**config.mk**
```make
export PLATFORM = sky130hd
export DESIGN_NAME = load_replay_buffer_core
export DESIGN_NICKNAME = d
export VERILOG_FILES = /design/src/rtl/core/lrb_pkg.sv /design/src/rtl/core/load_replay_buffer_core.sv /design/src/rtl/core/lrb_cell.sv
export SDC_FILE = /design/constraint.sdc
export NUM_CORES = 1
export LEC_CHECK = 0
export BUFFER_PORTS_ARGS = -buffer_cell sky130_fd_sc_hd__buf_2
export CAP_MARGIN = 30
export CORE_AREA = 4 4 417 419
export DETAILED_ROUTE_END_ITERATION = 6
export DIE_AREA = 0 0 421 423
export PLACE_DENSITY = 0.4
export RECOVER_POWER = 100
export SLEW_MARGIN = 10
export SYNTH_ARGS = -nofsm -noshare
export SYNTH_HDL_FRONTEND = slang
export SYNTH_SLANG_ARGS = --single-unit
```
**constraint.sdc**
```tcl
create_clock -name clk_i -period 9.1 [get_ports clk_i]
set_input_delay 0.91 -clock clk_i [delete_from_list [all_inputs] [get_ports clk_i]]
set_output_delay 0.91 -clock clk_i [all_outputs]
set_load 0.005 [all_outputs]
```
**src/rtl/core/lrb_pkg.sv**
```systemverilog
// ----------------------------------------------------------------------------
// lrb_pkg: shared types and constants of the load replay buffer
// Operation codes, the command broadcast to the cell row and the priority
// chain record passed from cell to cell.
// ----------------------------------------------------------------------------
package lrb_pkg;

  localparam int unsigned AddrW       = 64;
  localparam int unsigned WaitW       = 4;
  localparam int unsigned MaskW       = 16;
  localparam int unsigned OccW        = 5;
  localparam int unsigned MissEntries = 16;

  localparam int unsigned InDataW  = 104;  // 64 + 4 + 16 + 16, padded to bytes
  localparam int unsigned OutDataW = 72;   // 64 + 5, padded to bytes
  localparam int unsigned OutUserW = 2;

  typedef enum logic [1:0] {
    KindPush = 2'd0,
    KindPick = 2'd1,
    KindPop  = 2'd2,
    KindNop  = 2'd3
  } kind_e;

  // Command broadcast to every cell for the accepted item
  typedef struct packed {
    logic             push;
    logic             pick;
    logic             pop;
    logic [AddrW-1:0] address;
    logic [WaitW-1:0] wait_id;
    logic [MaskW-1:0] miss_valid;
    logic [MaskW-1:0] miss_ready;
  } lrb_cmd_t;

  // Priority chain from lower-indexed cells to higher ones
  typedef struct packed {
    logic             free_found;
    logic             hit_found;
    logic [AddrW-1:0] hit_addr;
  } lrb_chain_t;

endpackage

```
**src/rtl/core/load_replay_buffer_core.sv**
```systemverilog
// Output: a result appears in the output register in the cycle after its item
//   is accepted.
// Throughput: one item per cycle while no stalled result holds the output; the
//   push and pick searches ripple through the row of slot cells within that cycle.
// Reset: clears all slot valid bits, the fill count, the remembered pick and
//   the output valid flag; no clearing pass, the block takes items at once.
// ----------------------------------------------------------------------------
// load_replay_buffer_core: table of parked loads waiting on miss entries
// Push parks a load in the lowest free slot, pick returns the lowest slot
// whose miss entry is gone or ready, pop frees the picked slot.
// ----------------------------------------------------------------------------
module load_replay_buffer_core #(
  parameter int unsigned Depth = 16
) (
  input  logic                          clk_i,
  input  logic                          rst_ni,
  input  logic                          s_axis_tvalid,
  output logic                          s_axis_tready,
  // [63:0] load_address, [67:64] wait_id, [83:68] miss_valid_mask,
  // [99:84] miss_ready_mask, [103:100] zero
  input  logic [lrb_pkg::InDataW-1:0]   s_axis_tdata,
  // [1:0] kind
  input  logic [1:0]                    s_axis_tuser,
  output logic                          m_axis_tvalid,
  input  logic                          m_axis_tready,
  // [63:0] ready_address, [68:64] occupancy, [71:69] zero
  output logic [lrb_pkg::OutDataW-1:0]  m_axis_tdata,
  // [0] ok, [1] error
  output logic [lrb_pkg::OutUserW-1:0]  m_axis_tuser
);

  localparam int unsigned SlotW = (Depth > 1) ? $clog2(Depth) : 1;
  localparam int unsigned CntW  = $clog2(Depth + 1);

  logic                       accept;
  lrb_pkg::kind_e             kind;
  lrb_pkg::lrb_cmd_t          cmd;
  lrb_pkg::lrb_chain_t        chain [Depth+1];
  logic [SlotW-1:0]           slot_chain [Depth+1];
  logic [Depth-1:0]           cell_valid;
  logic                       pop_ok;

  logic                       picked_valid_q, picked_valid_d;
  logic [SlotW-1:0]           picked_slot_q, picked_slot_d;
  logic [CntW-1:0]            fill_q, fill_d;

  logic                       out_valid_q, out_valid_d;
  logic                       ok_q, ok_d;
  logic                       err_q, err_d;
  logic [lrb_pkg::AddrW-1:0]  raddr_q, raddr_d;
  logic [lrb_pkg::OccW-1:0]   occ_q;

  assign s_axis_tready = ~out_valid_q | m_axis_tready;
  assign accept        = s_axis_tvalid & s_axis_tready;
  assign kind          = lrb_pkg::kind_e'(s_axis_tuser);

  always_comb begin
    cmd.push       = accept & (kind == lrb_pkg::KindPush);
    cmd.pick       = accept & (kind == lrb_pkg::KindPick);
    cmd.pop        = pop_ok;
    cmd.address    = s_axis_tdata[63:0];
    cmd.wait_id    = s_axis_tdata[67:64];
    cmd.miss_valid = s_axis_tdata[83:68];
    cmd.miss_ready = s_axis_tdata[99:84];
  end

  // Pop only frees a slot that a pick remembered and that is still parked
  assign pop_ok = accept & (kind == lrb_pkg::KindPop) & picked_valid_q
                & cell_valid[picked_slot_q];

  assign chain[0]      = '0;
  assign slot_chain[0] = '0;

  for (genvar g = 0; g < Depth; g++) begin : g_cell
    lrb_cell #(
      .SlotW   (SlotW),
      .CellIdx (g)
    ) u_cell (
      .clk_i      (clk_i),
      .rst_ni     (rst_ni),
      .cmd_i      (cmd),
      .pop_slot_i (picked_slot_q),
      .chain_i    (chain[g]),
      .slot_i     (slot_chain[g]),
      .chain_o    (chain[g+1]),
      .slot_o     (slot_chain[g+1]),
      .valid_o    (cell_valid[g])
    );
  end

  always_comb begin
    fill_d         = fill_q;
    picked_valid_d = picked_valid_q;
    picked_slot_d  = picked_slot_q;
    if (cmd.push && chain[Depth].free_found) begin
      fill_d = fill_q + CntW'(1);
    end
    if (cmd.pick) begin
      picked_valid_d = chain[Depth].hit_found;
      if (chain[Depth].hit_found) begin
        picked_slot_d = slot_chain[Depth];
      end
    end
    if (pop_ok) begin
      fill_d         = fill_q - CntW'(1);
      picked_valid_d = 1'b0;
    end
  end

  always_comb begin
    ok_d    = 1'b0;
    err_d   = 1'b0;
    raddr_d = '0;
    case (kind)
      lrb_pkg::KindPush: begin
        ok_d = chain[Depth].free_found;
      end
      lrb_pkg::KindPick: begin
        ok_d    = chain[Depth].hit_found;
        raddr_d = chain[Depth].hit_addr;
      end
      lrb_pkg::KindPop: begin
        ok_d  = pop_ok;
        err_d = ~pop_ok;
      end
      default: begin
        ok_d = 1'b0;
      end
    endcase
  end

  always_comb begin
    out_valid_d = out_valid_q;
    if (accept) begin
      out_valid_d = 1'b1;
    end else if (m_axis_tready) begin
      out_valid_d = 1'b0;
    end
  end

  always_ff @(posedge clk_i or negedge rst_ni) begin
    if (!rst_ni) begin
      out_valid_q    <= 1'b0;
      fill_q         <= '0;
      picked_valid_q <= 1'b0;
      picked_slot_q  <= '0;
    end else begin
      out_valid_q    <= out_valid_d;
      fill_q         <= fill_d;
      picked_valid_q <= picked_valid_d;
      picked_slot_q  <= picked_slot_d;
    end
  end

  always_ff @(posedge clk_i) begin
    if (accept) begin
      ok_q    <= ok_d;
      err_q   <= err_d;
      raddr_q <= raddr_d;
      occ_q   <= lrb_pkg::OccW'(fill_d);
    end
  end

  assign m_axis_tvalid = out_valid_q;
  assign m_axis_tdata  = {3'b000, occ_q, raddr_q};
  assign m_axis_tuser  = {err_q, ok_q};

endmodule

```
**src/rtl/core/lrb_cell.sv**
```systemverilog
// ----------------------------------------------------------------------------
// lrb_cell: one slot of the load replay buffer
// Holds a parked load and takes part in the lowest-free and lowest-ready
// priority chains that run along the row of cells.
// ----------------------------------------------------------------------------
module lrb_cell #(
  parameter int unsigned SlotW   = 4,
  parameter int unsigned CellIdx = 0
) (
  input  logic                 clk_i,
  input  logic                 rst_ni,
  input  lrb_pkg::lrb_cmd_t    cmd_i,
  input  logic [SlotW-1:0]     pop_slot_i,
  input  lrb_pkg::lrb_chain_t  chain_i,
  input  logic [SlotW-1:0]     slot_i,
  output lrb_pkg::lrb_chain_t  chain_o,
  output logic [SlotW-1:0]     slot_o,
  output logic                 valid_o
);

  logic                        valid_q, valid_d;
  logic [lrb_pkg::AddrW-1:0]   addr_q;
  logic [lrb_pkg::WaitW-1:0]   wait_q;
  logic                        in_range;
  logic                        miss_v;
  logic                        miss_r;
  logic                        ready;
  logic                        take;
  logic                        hit;
  logic                        clear;

  // Waited-on entries beyond the tracked miss entries count as gone
  assign in_range = (int'(wait_q) < lrb_pkg::MissEntries);
  assign miss_v   = in_range & cmd_i.miss_valid[wait_q];
  assign miss_r   = in_range & cmd_i.miss_ready[wait_q];
  assign ready    = valid_q & (~miss_v | miss_r);

  assign take  = cmd_i.push & ~valid_q & ~chain_i.free_found;
  assign hit   = cmd_i.pick & ready & ~chain_i.hit_found;
  assign clear = cmd_i.pop & (pop_slot_i == SlotW'(CellIdx));

  always_comb begin
    chain_o.free_found = chain_i.free_found | ~valid_q;
    chain_o.hit_found  = chain_i.hit_found | ready;
    chain_o.hit_addr   = hit ? addr_q : chain_i.hit_addr;
    slot_o             = hit ? SlotW'(CellIdx) : slot_i;
  end

  always_comb begin
    valid_d = valid_q;
    if (take) begin
      valid_d = 1'b1;
    end else if (clear) begin
      valid_d = 1'b0;
    end
  end

  always_ff @(posedge clk_i or negedge rst_ni) begin
    if (!rst_ni) begin
      valid_q <= 1'b0;
    end else begin
      valid_q <= valid_d;
    end
  end

  always_ff @(posedge clk_i) begin
    if (take) begin
      addr_q <= cmd_i.address;
      wait_q <= cmd_i.wait_id;
    end
  end

  assign valid_o = valid_q;

endmodule

```
==> results.yml <==
clocking:
  clock_tree.buffer_depth: 3
  numClockSinks: 1186
  hold_buffers: 0
  cts_made_buffers: 137
  clock_latency_ps: 790
  ctsResizeCount: 0
  htree_levels: 4
  clock-root-buffer: "sky130_fd_sc_hd__clkbuf_16"
  tritoncts: "yes"
  cts.clk_slew.worst_paths_ps: 60
  cts.repair_timing.setup_buffer_count: 0
floorplan:
  floorplan.die_area_mm2: 0.178
  boundaryPins: 186
  floorplan.core_area_mm2: 0.171
  die-width_um: 421
  placement_rows: 152
  die_height_um: 423
  starting_density_pct: 28.7
power_and_ir_drop:
  internal_power_w: 0.00921
  power_leakage_nw: 17.2
  power_frac_clock_pct: 42.2
  share_of_total_power_consumed_by_net_switching_pct: 24.6
  irDropWorstVdd_v: 0.000140
  combinationalPowerShare_pct: 7.4
  pwr_density_cell_mw_per_mm2: 217
  share_seq_of_total_power_pct: 50.4
  net-switching-power_w: 0.00300
synthesis:
  sequential_share_of_the_synthesized_area_pct: 72.4
  synth_enable_flop_cells: 1159
  synth_top_cells_by_area: "sky130_fd_sc_hd__edfxtp_1 71%, sky130_fd_sc_hd__mux4_2 2.5%, sky130_fd_sc_hd__nor2_1 2.1%, sky130_fd_sc_hd__a21oi_1 2.1%, sky130_fd_sc_hd__o221ai_2 1.9%"
  synth.yosys.warnings: 0
  yosys.cell_count.top_type: "sky130_fd_sc_hd__edfxtp_1"
  netlist_instances: 3138
  post_synth_most_frequent_cells: "1,159 x sky130_fd_sc_hd__edfxtp_1, 274 x sky130_fd_sc_hd__nor2_1, 201 x sky130_fd_sc_hd__a21oi_1, 179 x sky130_fd_sc_hd__clkbuf_1, 103 x sky130_fd_sc_hd__o21ai_0"
  syn_avg_cell_area_um2: 15.6
  netlist.top_cell.by_area: "sky130_fd_sc_hd__edfxtp_1"
  yosys.area.top_type_share_pct: 71.0
  dominantRegCellSynth: "sky130_fd_sc_hd__edfxtp_1"
  synth-seq-cells: 1186
  netlist-cell-type-count: 97
  async_flop_share_pct: 2.28
  synthesis.area_mm2: 0.0490
status:
  outcome: "finished with violations"
  violations: "max-capacitance violations, max-slew violations"
worst_setup_path:
  cp_slowest_cell: "sky130_fd_sc_hd__clkbuf_1"
  worst-r2r-setup-slack_ps: 2100
  critical_path.reg2reg.startpoint: "m_axis_tvalid$_DFFE_PN0P_"
  timing.rr.end: "g_cell[7].u_cell.addr_q[55]$_DFFE_PP_"
  crit_chain: "nand2b_1 -> nand2_1 -> nor4_1 -> nand2_1 -> nor2_1 -> clkbuf_1 -> clkbuf_1"
  worst_setup_path_endpoint: "g_cell[7].u_cell.addr_q[55]$_DFFE_PP_"
  timing.critical_path.to_type: "flop"
  critical_path.max_fanout: 41
  worst-setup-path-type: "reg -> reg"
  worst_ep_required_time_ps: 9380
  cpPeakStageDelay_ps: 2780
  cp_data_arrival_time_ps: 7280
  worst_r2r_path_depth: 7
  critPathLaunchType: "flop"
  startpoint: "m_axis_tvalid$_DFFE_PN0P_"
global_routing:
  grt_antenna_before_repair: 13
  overflow: 0
  grt_pass1_vias: 31100
  grt_pass1_wl_um: 241000
  tot_gr_track_use_pct: 18.7
  pin_count_of_the_biggest_net_entering_global_routing: 62
routing:
  detailroute.via_count: 30600
  wl_um: 170000
  routedWlPerCell_um: 30.0
  post-route-drc-count: 0
  drt_pre_antenna_iters: 7
  drt-vias-per-instance: 5.40
  first_iter_violations: 2633
  drt.antenna.violating_nets: 0
placement:
  dpl_worst_slack_ps: 2450
  dpl.hpwl_um: 96100
  placer_congestion_estimate: 0.758
  port_buffers: 178
final_layout:
  nFillCells: 16600
  nNetsFinal: 3443
  syn_to_final_growth_pct: 15.0
  layout-drive-gt1-share_pct: 13.7
timing:
  maxSlewViolCount: 1055
  grt_setup_unrepaired: "false"
  relSlewSlack_pct: -173
  final.setup_skew_ps: 33.1
  final.min_clock_period_ps: 7000
  min_period_over_period_pct: 76.9
  timing.final.hold_violations: 0
  fmax_mhz: 143
  final_worst_setup_slack_ps: 2100
  final-setup-viol-count: 0
  setup_total_negative_slack_ps: 0
  tightestPinTransition_ps: 4090
job:
  drv.max_cap_violation_count: 33
worst_hold_path:
  min-delay-path-class: "in -> reg"
kinds of logic (layout without fill, tap and decap cells):
group           count (synthesis)  after routing  synth area share [%]
simple gates                  581            581                  5.88
mux                            88             88                  3.42
buf+inv                       319            613                  2.95
other cells                     1              5               0.00765
xor+xnor                        4              4                0.0715
flops                        1186           1186                  72.4
compound gates                957            957                  15.2
fa+ha+maj                       2              2                0.0510
critical path, delay by kind of cell, from the launching register on:
kind	cells	cell delay [ps]
buffers and inverters	2	4000
AND/OR/NAND/NOR	5	2030
flip-flops	1	370
worst min path at each step:
stage                                   start                   endpoint  slack (ps)  depth (start not counted)
after global placement    fill_q[4]$_DFF_PN0_        fill_q[4]$_DFF_PN0_         460                          1
after floorplan           fill_q[4]$_DFF_PN0_        fill_q[4]$_DFF_PN0_         440                          1
final                           s_axis_tvalid  m_axis_tvalid$_DFFE_PN0P_         480                          2
after global routing            s_axis_tvalid  m_axis_tvalid$_DFFE_PN0P_         470                          2
after CTS                              rst_ni        fill_q[0]$_DFF_PN0_         180                          1
after detailed placement  fill_q[4]$_DFF_PN0_        fill_q[4]$_DFF_PN0_         460                          1
metrics by stage:
stage	util, %	cell area, um2	hold slack, ps	cells	total power, W
floorplan	-	49000	440	3140	0.00670
global placement	30.9	52700	463	5417	0.00718
detailed placement	31.0	52800	465	5424	0.00719
CTS	33.4	57000	181	5666	0.0124
global route	33.0	56400	469	5667	0.0127
finish	33.1	56400	476	5669	0.0122
flip-flops by register name, indices dropped and copies added (netlist names):
register	flops
occ_q	5
fill_q	5
ok_q	1
g_cell.u_cell.valid_o	16
g_cell.u_cell.addr_q	1024
picked_slot_q	4
g_cell.u_cell.wait_q	64
raddr_q	64
m_axis_tvalid	1
err_q	1
picked_valid_q	1
routing by layer:
metal	share of wire, %	GRT usage (%)	vias up
met5	0.026	0	-
met4	2.6	5.86	8
met3	5.3	3.46	246
met2	49	31.9	933
met1	43	24.2	16100
li1	-	-	13300
power by group through the flow:
stage                     Combinational [W]  Clock (W)  Sequential, W
after global routing               0.000964    0.00554        0.00616
after global placement             0.000918          0        0.00626
final                              0.000898    0.00516        0.00615
after CTS                          0.000926    0.00532        0.00615
after detailed placement           0.000925          0        0.00626
after floorplan                    0.000456          0        0.00624
cell type report:
cell class              count  area, um2  share of cell area, %
diodes                      2       5.00                0.00888
clock buffers             172       3630                   6.44
clock inverters            70        498                  0.883
inverters                  77        290                  0.515
multi-input cells        1635      12100                   21.5
flip-flops and latches   1186      35500                   62.9
well taps                2233       2790                   4.96
repair buffers            294       1570                   2.79
cells in the final DEF, fill, tap and decap left out, types with 53 or more instances in the layout:
cell type / netlist / routed
sky130_fd_sc_hd__clkbuf_1: 179 / 187
sky130_fd_sc_hd__a21oi_1: 201 / 201
sky130_fd_sc_hd__edfxtp_1: 1159 / 1159
sky130_fd_sc_hd__o21ai_0: 103 / 102
sky130_fd_sc_hd__o211ai_1: 66 / 66
sky130_fd_sc_hd__o2111ai_1: 58 / 58
sky130_fd_sc_hd__clkbuf_16: 0 / 140
sky130_fd_sc_hd__a221oi_1: 90 / 90
sky130_fd_sc_hd__nor2_1: 274 / 269
sky130_fd_sc_hd__o221ai_1: 67 / 97
sky130_fd_sc_hd__mux4_2: 54 / 54
sky130_fd_sc_hd__buf_4: 8 / 76
sky130_fd_sc_hd__inv_1: 77 / 76
sky130_fd_sc_hd__nand2_1: 89 / 89
sky130_fd_sc_hd__buf_2: 23 / 53
Note: power is estimated with default switching activity, not from simulation.
